**src/hdl/rvc_pkg.sv**
```systemverilog
// ----------------------------------------------------------------------------
// rvc_pkg
// Opcodes, field codes and the expansion function for the RV32C expander.
// ----------------------------------------------------------------------------
`default_nettype none

package rvc_pkg;

    // Widths of the compressed and the expanded instruction.
    localparam int unsigned HALF_W = 16;
    localparam int unsigned WORD_W = 32;

    typedef logic [HALF_W-1:0] t_half;
    typedef logic [WORD_W-1:0] t_word;

    // RV32I major opcodes.
    localparam logic [6:0] OPC_IMM    = 7'h13;
    localparam logic [6:0] OPC_LOAD   = 7'h03;
    localparam logic [6:0] OPC_STORE  = 7'h23;
    localparam logic [6:0] OPC_JAL    = 7'h6f;
    localparam logic [6:0] OPC_BRANCH = 7'h63;
    localparam logic [6:0] OPC_REG    = 7'h33;
    localparam logic [6:0] OPC_LUI    = 7'h37;
    localparam logic [6:0] OPC_JALR   = 7'h67;
    localparam logic [6:0] OPC_SYS    = 7'h73;

    // RV32I funct3 and funct7 codes.
    localparam logic [2:0] F3_ADD  = 3'd0;
    localparam logic [2:0] F3_SLL  = 3'd1;
    localparam logic [2:0] F3_WORD = 3'd2;
    localparam logic [2:0] F3_XOR  = 3'd4;
    localparam logic [2:0] F3_SR   = 3'd5;
    localparam logic [2:0] F3_OR   = 3'd6;
    localparam logic [2:0] F3_AND  = 3'd7;
    localparam logic [2:0] F3_BEQ  = 3'd0;
    localparam logic [2:0] F3_BNE  = 3'd1;
    localparam logic [6:0] F7_NONE = 7'h00;
    localparam logic [6:0] F7_SUB  = 7'h20;
    localparam logic [6:0] F7_SRA  = 7'h20;

    // Architectural registers with a fixed role.
    localparam logic [4:0] REG_ZERO = 5'd0;
    localparam logic [4:0] REG_RA   = 5'd1;
    localparam logic [4:0] REG_SP   = 5'd2;

    // Compressed quadrants.
    localparam logic [1:0] QUAD_0 = 2'd0;
    localparam logic [1:0] QUAD_1 = 2'd1;
    localparam logic [1:0] QUAD_2 = 2'd2;

    // Compressed funct3 codes, quadrant 0.
    localparam logic [2:0] C0_ADDI4SPN = 3'd0;
    localparam logic [2:0] C0_LW       = 3'd2;
    localparam logic [2:0] C0_SW       = 3'd6;
    // Quadrant 1.
    localparam logic [2:0] C1_ADDI     = 3'd0;
    localparam logic [2:0] C1_JAL      = 3'd1;
    localparam logic [2:0] C1_LI       = 3'd2;
    localparam logic [2:0] C1_LUI      = 3'd3;
    localparam logic [2:0] C1_ALU      = 3'd4;
    localparam logic [2:0] C1_J        = 3'd5;
    localparam logic [2:0] C1_BEQZ     = 3'd6;
    localparam logic [2:0] C1_BNEZ     = 3'd7;
    // Quadrant 2.
    localparam logic [2:0] C2_SLLI     = 3'd0;
    localparam logic [2:0] C2_LWSP     = 3'd2;
    localparam logic [2:0] C2_CR       = 3'd4;
    localparam logic [2:0] C2_SWSP     = 3'd6;

    // Sub-operation in bits 11:10 of the quadrant 1 ALU group.
    localparam logic [1:0] ALU_SRLI = 2'd0;
    localparam logic [1:0] ALU_SRAI = 2'd1;
    localparam logic [1:0] ALU_ANDI = 2'd2;
    // Register-register operation in bits 6:5.
    localparam logic [1:0] RR_SUB = 2'd0;
    localparam logic [1:0] RR_XOR = 2'd1;
    localparam logic [1:0] RR_OR  = 2'd2;

    function automatic t_word form_i(logic [6:0] op, logic [4:0] rd, logic [2:0] f3,
                                     logic [4:0] rs1, logic [11:0] imm);
        return {imm, rs1, f3, rd, op};
    endfunction

    function automatic t_word form_r(logic [4:0] rd, logic [2:0] f3, logic [4:0] rs1,
                                     logic [4:0] rs2, logic [6:0] f7);
        return {f7, rs2, rs1, f3, rd, OPC_REG};
    endfunction

    function automatic t_word form_s(logic [4:0] rs1, logic [4:0] rs2, logic [11:0] imm);
        return {imm[11:5], rs2, rs1, F3_WORD, imm[4:0], OPC_STORE};
    endfunction

    function automatic t_word form_b(logic [2:0] f3, logic [4:0] rs1, logic [12:0] imm);
        return {imm[12], imm[10:5], REG_ZERO, rs1, f3, imm[4:1], imm[11], OPC_BRANCH};
    endfunction

    function automatic t_word form_j(logic [4:0] rd, logic [20:0] imm);
        return {imm[20], imm[10:1], imm[11], imm[19:12], rd, OPC_JAL};
    endfunction

    // Expands one halfword; the result is zero for unsupported and some reserved encodings.
    function automatic t_word expand(t_half h);
        logic [2:0]  fn;
        logic [4:0]  rdc;
        logic [4:0]  rsc;
        logic [4:0]  rfull;
        logic [4:0]  r2full;
        logic [11:0] imm6;
        logic [20:0] jimm;
        logic [12:0] bimm;
        logic [11:0] wofs;
        logic [11:0] spn_imm;
        logic [11:0] sp16_imm;
        logic [11:0] lwsp_imm;
        logic [11:0] swsp_imm;
        logic [11:0] shamt;
        t_word       w;

        fn       = h[15:13];
        rdc      = {2'b01, h[9:7]};
        rsc      = {2'b01, h[4:2]};
        rfull    = h[11:7];
        r2full   = h[6:2];
        imm6     = {{7{h[12]}}, h[6:2]};
        jimm     = {{10{h[12]}}, h[8], h[10:9], h[6], h[7], h[2], h[11], h[5:3], 1'b0};
        bimm     = {{5{h[12]}}, h[6:5], h[2], h[11:10], h[4:3], 1'b0};
        wofs     = {5'd0, h[5], h[12:10], h[6], 2'b00};
        spn_imm  = {2'b00, h[10:7], h[12:11], h[5], h[6], 2'b00};
        sp16_imm = {{3{h[12]}}, h[4:3], h[5], h[2], h[6], 4'd0};
        lwsp_imm = {4'd0, h[3:2], h[12], h[6:4], 2'b00};
        swsp_imm = {4'd0, h[8:7], h[12:9], 2'b00};
        // Shift amount bit 5 (instruction bit 12) is dropped.
        shamt    = {7'd0, h[6:2]};
        w        = '0;

        unique case (h[1:0])
            QUAD_0: begin
                unique case (fn)
                    C0_ADDI4SPN: begin
                        if (spn_imm != '0) begin
                            w = form_i(OPC_IMM, rsc, F3_ADD, REG_SP, spn_imm);
                        end
                    end
                    C0_LW:   w = form_i(OPC_LOAD, rsc, F3_WORD, rdc, wofs);
                    C0_SW:   w = form_s(rdc, rsc, wofs);
                    default: w = '0;
                endcase
            end
            QUAD_1: begin
                unique case (fn)
                    C1_ADDI: w = form_i(OPC_IMM, rfull, F3_ADD, rfull, imm6);
                    C1_JAL:  w = form_j(REG_RA, jimm);
                    C1_LI:   w = form_i(OPC_IMM, rfull, F3_ADD, REG_ZERO, imm6);
                    C1_LUI: begin
                        if (rfull == REG_SP) begin
                            if (sp16_imm != '0) begin
                                w = form_i(OPC_IMM, REG_SP, F3_ADD, REG_SP, sp16_imm);
                            end
                        end else if ({h[12], h[6:2]} != '0) begin
                            w = {{14{h[12]}}, h[12], h[6:2], rfull, OPC_LUI};
                        end
                    end
                    C1_ALU: begin
                        unique case (h[11:10])
                            ALU_SRLI: w = form_i(OPC_IMM, rdc, F3_SR, rdc, shamt);
                            ALU_SRAI: w = form_i(OPC_IMM, rdc, F3_SR, rdc,
                                                 {F7_SRA, 5'd0} | shamt);
                            ALU_ANDI: w = form_i(OPC_IMM, rdc, F3_AND, rdc, imm6);
                            default: begin
                                // Bit 12 set marks the RV64 word forms.
                                if (!h[12]) begin
                                    unique case (h[6:5])
                                        RR_SUB:  w = form_r(rdc, F3_ADD, rdc, rsc, F7_SUB);
                                        RR_XOR:  w = form_r(rdc, F3_XOR, rdc, rsc, F7_NONE);
                                        RR_OR:   w = form_r(rdc, F3_OR, rdc, rsc, F7_NONE);
                                        default: w = form_r(rdc, F3_AND, rdc, rsc, F7_NONE);
                                    endcase
                                end
                            end
                        endcase
                    end
                    C1_J:    w = form_j(REG_ZERO, jimm);
                    C1_BEQZ: w = form_b(F3_BEQ, rdc, bimm);
                    default: w = form_b(F3_BNE, rdc, bimm);
                endcase
            end
            QUAD_2: begin
                unique case (fn)
                    C2_SLLI: w = form_i(OPC_IMM, rfull, F3_SLL, rfull, shamt);
                    C2_LWSP: w = form_i(OPC_LOAD, rfull, F3_WORD, REG_SP, lwsp_imm);
                    C2_CR: begin
                        if (!h[12]) begin
                            if (r2full != REG_ZERO) begin
                                w = form_r(rfull, F3_ADD, REG_ZERO, r2full, F7_NONE);
                            end else begin
                                w = form_i(OPC_JALR, REG_ZERO, F3_ADD, rfull, 12'd0);
                            end
                        end else if (rfull == REG_ZERO && r2full == REG_ZERO) begin
                            // Breakpoint.
                            w = form_i(OPC_SYS, REG_ZERO, F3_ADD, REG_ZERO, 12'd1);
                        end else if (r2full != REG_ZERO) begin
                            w = form_r(rfull, F3_ADD, rfull, r2full, F7_NONE);
                        end else begin
                            w = form_i(OPC_JALR, REG_RA, F3_ADD, rfull, 12'd0);
                        end
                    end
                    C2_SWSP: w = form_s(REG_SP, r2full, swsp_imm);
                    default: w = '0;
                endcase
            end
            default: w = '0;
        endcase
        return w;
    endfunction

endpackage

`default_nettype wire

```
**src/hdl/rvc_compressed_expander.sv**
```systemverilog
// ----------------------------------------------------------------------------
// rvc_compressed_expander
// Expands one RV32C halfword into its 32-bit RV32I instruction.
// ----------------------------------------------------------------------------
// The block takes one halfword per cycle while the consumer keeps up and
// returns the expanded word from the result register: the halfword is
// captured in an input register, decoded by a single pass of combinational
// logic and captured in the result register. Both stages advance together
// whenever the result register is free or being emptied, so a new halfword
// is taken in every cycle that the consumer keeps up. Unsupported and some
// reserved encodings, quadrant 3 included, give zero with the illegal flag set.
`default_nettype none

module rvc_compressed_expander
    import rvc_pkg::*;
(
    input  wire logic              i_clk,
    input  wire logic              i_rst_n,
    input  wire logic              i_in_valid,
    output logic                   o_in_ready,
    input  wire logic [HALF_W-1:0] i_half_word,
    output logic                   o_out_valid,
    input  wire logic              i_out_ready,
    output logic [WORD_W-1:0]      o_expanded_word,
    output logic                   o_illegal
);

    logic  r_in_valid;
    t_half r_half;
    logic  r_out_valid;
    t_word r_word;
    logic  r_illegal;

    t_word n_word;
    logic  out_free;

    // The result register can take new data when empty or being emptied.
    assign out_free   = !r_out_valid || i_out_ready;
    assign o_in_ready = !r_in_valid || out_free;

    always_comb begin
        n_word = expand(r_half);
    end

    always_ff @(posedge i_clk) begin
        if (!i_rst_n) begin
            r_in_valid  <= 1'b0;
            r_out_valid <= 1'b0;
        end else begin
            if (o_in_ready) begin
                r_in_valid <= i_in_valid;
            end
            if (out_free) begin
                r_out_valid <= r_in_valid;
            end
        end
    end

    always_ff @(posedge i_clk) begin
        if (o_in_ready && i_in_valid) begin
            r_half <= i_half_word;
        end
        if (out_free && r_in_valid) begin
            r_word    <= n_word;
            // No legal expansion is ever the zero word.
            r_illegal <= (n_word == '0);
        end
    end

    assign o_out_valid     = r_out_valid;
    assign o_expanded_word = r_word;
    assign o_illegal       = r_illegal;

endmodule

`default_nettype wire
```
**config.mk**
```make
export PLATFORM = sky130hd
export DESIGN_NAME = rvc_compressed_expander
export DESIGN_NICKNAME = d
export VERILOG_FILES = /design/src/hdl/rvc_pkg.sv /design/src/hdl/rvc_compressed_expander.sv
export SDC_FILE = /design/constraint.sdc
export NUM_CORES = 1
export LEC_CHECK = 0
export BUFFER_PORTS_ARGS = -buffer_cell sky130_fd_sc_hd__buf_2
export CAP_MARGIN = 20
export CORE_MARGIN = 4
export CORE_UTILIZATION = 31
export CTS_CLUSTER_SIZE = 20
export DETAILED_ROUTE_END_ITERATION = 7
export HOLD_SLACK_MARGIN = 0.12
export SKIP_CTS_REPAIR_TIMING = 1
export SYNTH_ARGS = -nofsm -noshare
export SYNTH_HDL_FRONTEND = slang
export SYNTH_SLANG_ARGS = --single-unit
export TNS_END_PERCENT = 5
```
**constraint.sdc**
```tcl
create_clock -name i_clk -period 3 [get_ports i_clk]
set_input_delay 0.6 -clock i_clk [delete_from_list [all_inputs] [get_ports i_clk]]
set_output_delay 0.6 -clock i_clk [all_outputs]
set_load 0.02 [all_outputs]
```
=== Yosys cells after proc, flatten, opt, wreduce, memory -nomap -nowiden ===
Cells that the tools add are included.

* Bits in registers: 51
* Bits in latches: 0
* Memory bits (writable): 0
* Bits in read-only memories: 0
* Input bits: 20
* Output and inout port bits: 35
* Logic and storage cells: 51
* Memories: 0

* $add $sub $neg: 0
* $mul: 0
* Div/mod/pow operators: 0
* $lt $le $gt $ge: 0
* Eq/ne operators: 13
* Shift-type cells: 0
* Muxes and demuxes: 15
* Bitwise operators: 0
* Reductions and logical operators: 18

{| class="wikitable"
|+ Operators with widths
! operator !! number
|-
| one-hot mux 32 bit (3 select lines) || 3
|-
| one-hot mux 32 bit (7 select lines) || 1
|-
| two-way mux 32 bit || 4
|-
| one-hot mux 32 bit (4 select lines) || 1
|-
| one-hot mux 31 bit (3 select lines) || 1
|-
| two-way mux 25 bit || 3
|-
| zero test 32 bit || 1
|-
| two-way mux 31 bit || 1
|-
| two-way mux 30 bit || 1
|-
| nonzero test 8 bit || 2
|-
| zero test 5 bit || 2
|-
| == test 3 bit (second input constant) || 3
|-
| == test 2 x 1 -> 1 bit (second input constant) || 3
|-
| == test 2 bit (second input constant) || 3
|-
| == test 3 x 2 -> 1 bit (second input constant) || 2
|-
| zero test 2 bit || 3
|-
| nonzero test 6 bit || 1
|-
| == test 5 x 2 -> 1 bit (second input constant) || 1
|-
| nonzero test 5 bit || 1
|-
| == test 3 x 1 -> 1 bit (second input constant) || 1
|-
| logical AND 1 bit || 3
|-
| zero test 3 bit || 1
|-
| zero test 1 bit || 2
|-
| logical OR 1 bit || 2
|}

=== Logic depth before layout (Yosys ltp) ===
Gate-level depths: netlist of the first run.

* Depth in word-level cells: 7
* Depth in mapped cells: 8
* Gate-level depth less buffers: 5

=== Worst setup path before layout of the first run ===
No wires, ideal clock.

* Path kind: input to register
* From: input i_out_ready
* To: register r_word[10] (netlist: o_expanded_word[10]) (enable)
* Setup time: 0.425 ns
* Arrival time: 2.119 ns
* Data required time: 2.575 ns
* Setup slack: 0.456 ns
* Stages on the path: 2
* Buffers on the path: 0
* Cell sequence: nor2b_1 nor2b_1

* Word-level cells in the longest chain between the ends: 2

{| class="wikitable"
|+ RTL lines
! what !! line !! RTL
|-
| start, declared || rvc_compressed_expander.sv:23 || <nowiki>input wire logic i_out_ready,</nowiki>
|-
| logical OR 1 bit || rvc_compressed_expander.sv:38 || <nowiki>assign out_free = !r_out_valid || i_out_ready;</nowiki>
|-
| logical AND 1 bit || rvc_compressed_expander.sv:63 || <nowiki>if (out_free && r_in_valid) begin</nowiki>
|-
| end signal, assigned || rvc_compressed_expander.sv:64 || <nowiki>r_word <= n_word;</nowiki>
|-
| end, declared || rvc_compressed_expander.sv:31 || <nowiki>t_word r_word;</nowiki>
|}

No other way between the ends.
A chain may end at the register's enable or synchronous reset.

=== Final worst setup path of the first run ===
* From: register r_half[13]
* To: register r_illegal (netlist: o_illegal), data pin

* Word-level cells in the longest chain between the ends: 4
* Elaborated cells between the ends (all ways): 12
* Classes of those cells: 6 x eq/ne; 4 x mux; 2 x reduce/logical

{| class="wikitable"
|+ RTL lines
! what !! line !! RTL
|-
| start, declared || rvc_compressed_expander.sv:29 || <nowiki>t_half r_half;</nowiki>
|-
| start signal, assigned || rvc_compressed_expander.sv:61 || <nowiki>r_half <= i_half_word;</nowiki>
|-
| == test 3 bit (tied with other cells) || rvc_pkg.sv:138, rvc_pkg.sv:150, rvc_pkg.sv:188 ||
|-
| one-hot mux 32 bit (7 select lines) (tied with other cells) || rvc_pkg.sv:150 || <nowiki>unique case (fn)</nowiki>
|-
| one-hot mux 32 bit (3 select lines) (*) || rvc_pkg.sv:136 || <nowiki>unique case (h[1:0])</nowiki>
|-
| zero test 32 bit (*) || rvc_compressed_expander.sv:66 || <nowiki>r_illegal <= (n_word == '0);</nowiki>
|-
| end signal, assigned || rvc_compressed_expander.sv:66 ||
|-
| end, declared || rvc_compressed_expander.sv:32 || <nowiki>logic r_illegal;</nowiki>
|}

Mark *: on every way between the ends. The rest lies on a longest branch, timed or not.

==> flow_summary.toml, run 1 <==
[final_layout]
layout-drive-gt1-share = 0.249
area_growth_pct = 19.9
diodes = 0
nets = 429
design_area_um2 = 3810

[synth]
ys_warn_count = 0
synth_compound_area_frac = 0.262
ys.flop_type = "edfxtp_1"
ys_ff_latch = 50
synth_cell_types = 63
synth_area_per_cell_um2 = 9.08
synth_fa_ha_area_frac = 0
syn-instance-count = 350
synthTopCellsByArea = "edfxtp_1, o21ai_0, nand2_1"
synth_edf_count = 48
synth_xor_area_frac = 0
synth_top_family_by_area = "compound AO/OA/AOI/OAI gates"
ys_async_sr_fraction = 0
syn-cell-area_um2 = 3180
synth_top_area_cell = "edfxtp_1"
synth_nets = 370
muxShareOfSynthArea = 0.00708
synth_top_area_share = 0.453
synthSimpleGateAreaFrac = 0.215
synth-seq-area-share = 0.466

[cts]
ctsLongestPathBuffers = 2
cts_tree = "yes"
cts_max_level = 2
cts_made_buffers = 5
cts-root-buf = "clkbuf_8"
clock-sinks = 50
clk_pin_slew_ns = 0.10
worstSkewPairLatency_ns = 0.32

[placed_design]
routabilityCongestion = 1.01
dp_hpwl_um = 8530
port-buffer-count = 54
placed_area_um2 = 3700

[floorplan]
io_pins = 55
chipHeight_um = 109
start_util = 0.322
core_um2 = 9860
dieWidth_um = 109
rows = 36
dieArea_um2 = 11900

[sta]
maxSlewHeadroom = 0.521
fmax_mhz = 425
rsz0062_at_grt = "no"
finClkSkew_ns = 0.00659
period_needed_ns = 2.35
post-route-period-util = 0.783
drv_slew = 0
hold_viol = 0
worst_pin_slew_ns = 0.719
setup_viol = 0
fin_setup_tns_ns = 0

[worst_setup_path]
start_kind = "register"
regToRegEndpoint = "o_illegal"
reg2reg_depth = 5
crit_type = "reg2reg"
required_ns = 3.08
worst-r2r-setup-slack_ns = 0.65
critPathMaxFanout = 16
critPathArrivalTime_ns = 2.43
cp-end-kind = "register"
reg2reg_from = "r_half[13]"

[grt]
grt_max_degree = 33
overflow = 0
grt_pass1_vias = 3015
antenna_found_initial = 0
grt_pass1_wl_um = 18200
grt_usage = 0.203

[run]
max-cap-violations = 0

[route]
drt_iter0_drc = 431
drt-pass1-iter-count = 8
vias = 3156
wl_per_cell_um = 21.6
drt-vias-per-instance = 5.81
drt-total-wl_um = 11700
ant_nets = 0
drc = 0

[power_and_ir_drop]
ir_drop_mv = 0.172
power_density_nw_per_um2 = 442
p_leak_nw = 1.38

[hold_path]
hold_depth = 1
min_path_type = "in2reg"
holdPathEnd = "r_half[8]"
worstHoldStart = "i_half_word[8]"

[run_status]
outcome = "completed"
[routing by layer]
layer / wire [um] / vias to the layer above / track usage
met3: 1090 / 35 / 0.0337
li1: - / 1443 / -
met1: 4800 / 1484 / 0.273
met5: 0 / - / 0
met4: 396 / 0 / 0.0766
met2: 5420 / 194 / 0.327
[report_power, final]
part           leakage (nW)  internal, mW  switching [mW]
clock network        0.0514         0.249           0.245
logic                 0.858         0.118           0.219
registers             0.474         0.814          0.0404
total                  1.38          1.18           0.504
[placed cells by master (no fill, tap or decap), types with 3 or more instances in the layout]
cell type  Yosys  routed
nand3_1        9       9
a32oi_1        4       4
o21ai_0       40      40
buf_4          1      29
a31oi_1       10      10
nand2b_1       5       5
nor3_1         8       8
nor3b_1        3       3
o22ai_1        6       6
o21a_1         5       5
nand2_1       44      44
and2_1         3       3
inv_1          5       5
nor2_1        27      27
a21oi_1       26      26
o32ai_1        3       3
or3_1          3       3
o221ai_1       3       3
edfxtp_1      48      48
o211ai_1       5       5
nor2b_1       11      10
buf_2          5      54
clkbuf_8       0       5
nand4_1        5       5
[through the flow]
| step | cells | util | total power, mW | hold slack, ns | worst slack [ns] |
|---|---|---|---|---|---|
| after global routing | 543 | 0.386 | 1.76 | 0.442 | 0.559 |
| final | 543 | 0.386 | 1.69 | 0.451 | 0.650 |
| after floorplan | 350 | - | 1.07 | 0.477 | 0.456 |
| after detailed placement | 535 | 0.375 | 1.20 | 0.510 | 0.687 |
| after CTS | 543 | 0.386 | 1.70 | 0.441 | 0.664 |
| after global placement | 535 | 0.375 | 1.21 | 0.503 | 0.713 |
[synthesized netlist by cell type (4+ instances only)]
cell	count
a31oi_1	10
a21oi_1	26
nor2b_1	11
nor3_1	8
nor2_1	27
o22ai_1	6
o21ai_0	40
inv_1	5
nand2b_1	5
nand2_1	44
nand4_1	5
edfxtp_1	48
o21a_1	5
buf_2	5
a32oi_1	4
clkbuf_1	21
nand3_1	9
o211ai_1	5
[registers in the layout (all words and copies together), names as in the netlist]
signal and flops:
r_in_valid 1, o_expanded_word 31, o_illegal 1, o_out_valid 1, r_half 16
[layout make-up]
| cell class | instances | area (um^2) |
|---|---|---|
| Clock buffer | 6 | 72.6 |
| Multi-Input combinational cell | 263 | 1540 |
| Tap cell | 133 | 166 |
| Timing Repair Buffer | 83 | 488 |
| Sequential cell | 50 | 1480 |
| Inverter | 6 | 22.5 |
| Fill cell | 1012 | 6050 |
| Clock inverter | 2 | 37.5 |
[worst max path at each step]
stage / start / end / slack (ns)
after CTS: r_half[13] / o_illegal / 0.66
after global routing: r_half[13] / o_illegal / 0.56
after floorplan: i_out_ready / o_expanded_word[10] / 0.46
after detailed placement: r_half[13] / o_illegal / 0.69
after global placement: r_half[2] / o_expanded_word[1] / 0.71
final: r_half[13] / o_illegal / 0.65
[worst max-delay path, cell delays in order, from the launching register on]
cell and delay (ns):
edfxtp_1 0.64, or2_1 0.44, or3_4 0.39, a311oi_4 0.41
a221o_1 0.19, nand2_1 0.05
[cell families after synthesis]
logic type,Yosys count
AND/OR/NAND/NOR,133
flip-flops,50
multiplexers,2
buffers and inverters,37
AO/OA/AOI/OAI,128
(Power assumes the default switching activity.)
==> inputs of run 2 (changes only) <==
==> constraint.sdc (replaced) <==
create_clock -name i_clk -period 1.9 [get_ports i_clk]
set_input_delay 0.38 -clock i_clk [delete_from_list [all_inputs] [get_ports i_clk]]
set_output_delay 0.38 -clock i_clk [all_outputs]
set_load 0.02 [all_outputs]
==> run 2 against run 1 <==
Core utilization increased by 6.2 points. Critical endpoint is now o_expanded_word[10]. Non-clock buffer count up 56. Setup slack got worse by 0.77 ns. Clock skew is 0.0021 ns higher. Critical path depth increased by 1. Hold slack got worse by 0.22 ns. Sequential power increased by 53%. Fmax increased by 16%. Routed wire length up 7.8%. The flow now finishes with violations (setup timing). Count of clock-buffer cells in the layout is the same.
==> flow_summary.toml, run 2 (synthesis results as in run 1) <==
[worst_setup_path]
critPathArrivalTime_ns = 2.09
required_ns = 1.97
start_kind = "register"
critPathMaxFanout = 6
reg2reg_from = "r_half[10]"
cp-end-kind = "register"
crit_type = "reg2reg"
crit_start = "r_half[10]"
reg2reg_depth = 6
worst-r2r-setup-slack_ns = -0.12
regToRegEndpoint = "o_expanded_word[10]"

[cts]
clk_pin_slew_ns = 0.10
cts_made_buffers = 5
cts_tree = "yes"
cts-root-buf = "clkbuf_8"
worstSkewPairLatency_ns = 0.32
cts_max_level = 2
ctsLongestPathBuffers = 2
clock-sinks = 50

[grt]
grt_pass1_wl_um = 19400
overflow = 0
grt_usage = 0.217
grt_pass1_vias = 3438
antenna_found_initial = 0
grt_max_degree = 33

[sta]
period_needed_ns = 2.02
hold_viol = 0
drv_slew = 0
maxSlewHeadroom = 0.646
rsz0062_at_grt = "yes"
post-route-period-util = 1.06
worst_pin_slew_ns = 0.526
fmax_mhz = 495
fin_ws_ns = -0.119
finClkSkew_ns = 0.00866
fin_setup_tns_ns = -0.943
setup_viol = 16

[power_and_ir_drop]
power_density_nw_per_um2 = 668
power_mw = 2.95
ir_drop_mv = 0.326
p_leak_nw = 1.72

[placed_design]
place_ws_ns = -0.144
dp_hpwl_um = 9340
port-buffer-count = 54
routabilityCongestion = 0.977

[route]
drt-total-wl_um = 12600
wl_per_cell_um = 21.1
drt-pass1-iter-count = 5
drt-vias-per-instance = 5.71
ant_nets = 0
drc = 0
vias = 3420
drt_iter0_drc = 325

[floorplan]
rows = 36
start_util = 0.322
dieArea_um2 = 11900
core_um2 = 9860
dieWidth_um = 109
chipHeight_um = 109
io_pins = 55

[final_layout]
final_cell_mix = "buf_4, buf_2, edfxtp_1"
nets = 485
area_growth_pct = 39.1
diodes = 0
layout-drive-gt1-share = 0.384
largest_reg_flops = 31
final_common_cell = "buf_4"

[run]
max-cap-violations = 0

[run_status]
violations = "setup timing"
outcome = "complete, but fails checks"

[hold_path]
hold_depth = 1
holdPathEnd = "r_half[15]"
worstHoldStart = "i_half_word[15]"
min_path_type = "in2reg"
run 2: routing by layer:
metal	wire [um]	up-vias	track usage
met3	1120	53	0.0485
met2	5740	235	0.337
met4	665	0	0.126
met5	0	-	0
li1	-	1563	-
met1	5100	1569	0.278
run 2: layout make-up:
class                           count  area, um^2
Multi-Input combinational cell    263        1640
Timing Repair Buffer              139         972
Fill cell                         953        5440
Sequential cell                    50        1480
Inverter                            6        22.5
Tap cell                          133         166
Clock buffer                        6        82.6
Clock inverter                      2        60.1
run 2: worst max-delay path, stage by stage, from the launching register on:
cell,delay [ns]
edfxtp_1,0.40
or4_4,0.60
buf_6,0.15
nor2_4,0.24
nor2_2,0.06
o2111ai_2,0.21
nand3_2,0.10
run 2: worst max-delay path by stage:
| stage | end | slack, ns | cells after the start |
|---|---|---|---|
| floorplan | o_expanded_word[1] | -0.11 | 6 |
| CTS | o_expanded_word[9] | -0.15 | 6 |
| detailed placement | o_expanded_word[9] | -0.14 | 6 |
| finish | o_expanded_word[10] | -0.12 | 6 |
| global placement | o_expanded_word[9] | -0.17 | 6 |
| global route | o_expanded_word[16] | -0.19 | 7 |
run 2: power by group:
group	total (mW)	switching [mW]	leakage (nW)	internal, mW
Clock	0.941	0.379	0.0714	0.562
Combinational	0.702	0.426	1.18	0.276
Sequential	1.31	0.0252	0.474	1.28
Total	2.95	0.830	1.72	2.12
run 2: per-stage QoR:
step	instance area, um^2	utilization	instances	hold slack (ns)
floorplan	3180	-	350	0.476
global placement	4140	0.420	589	0.498
detailed placement	4140	0.420	589	0.512
CTS	4290	0.435	597	0.223
global route	4420	0.448	599	0.216
finish	4420	0.448	599	0.231
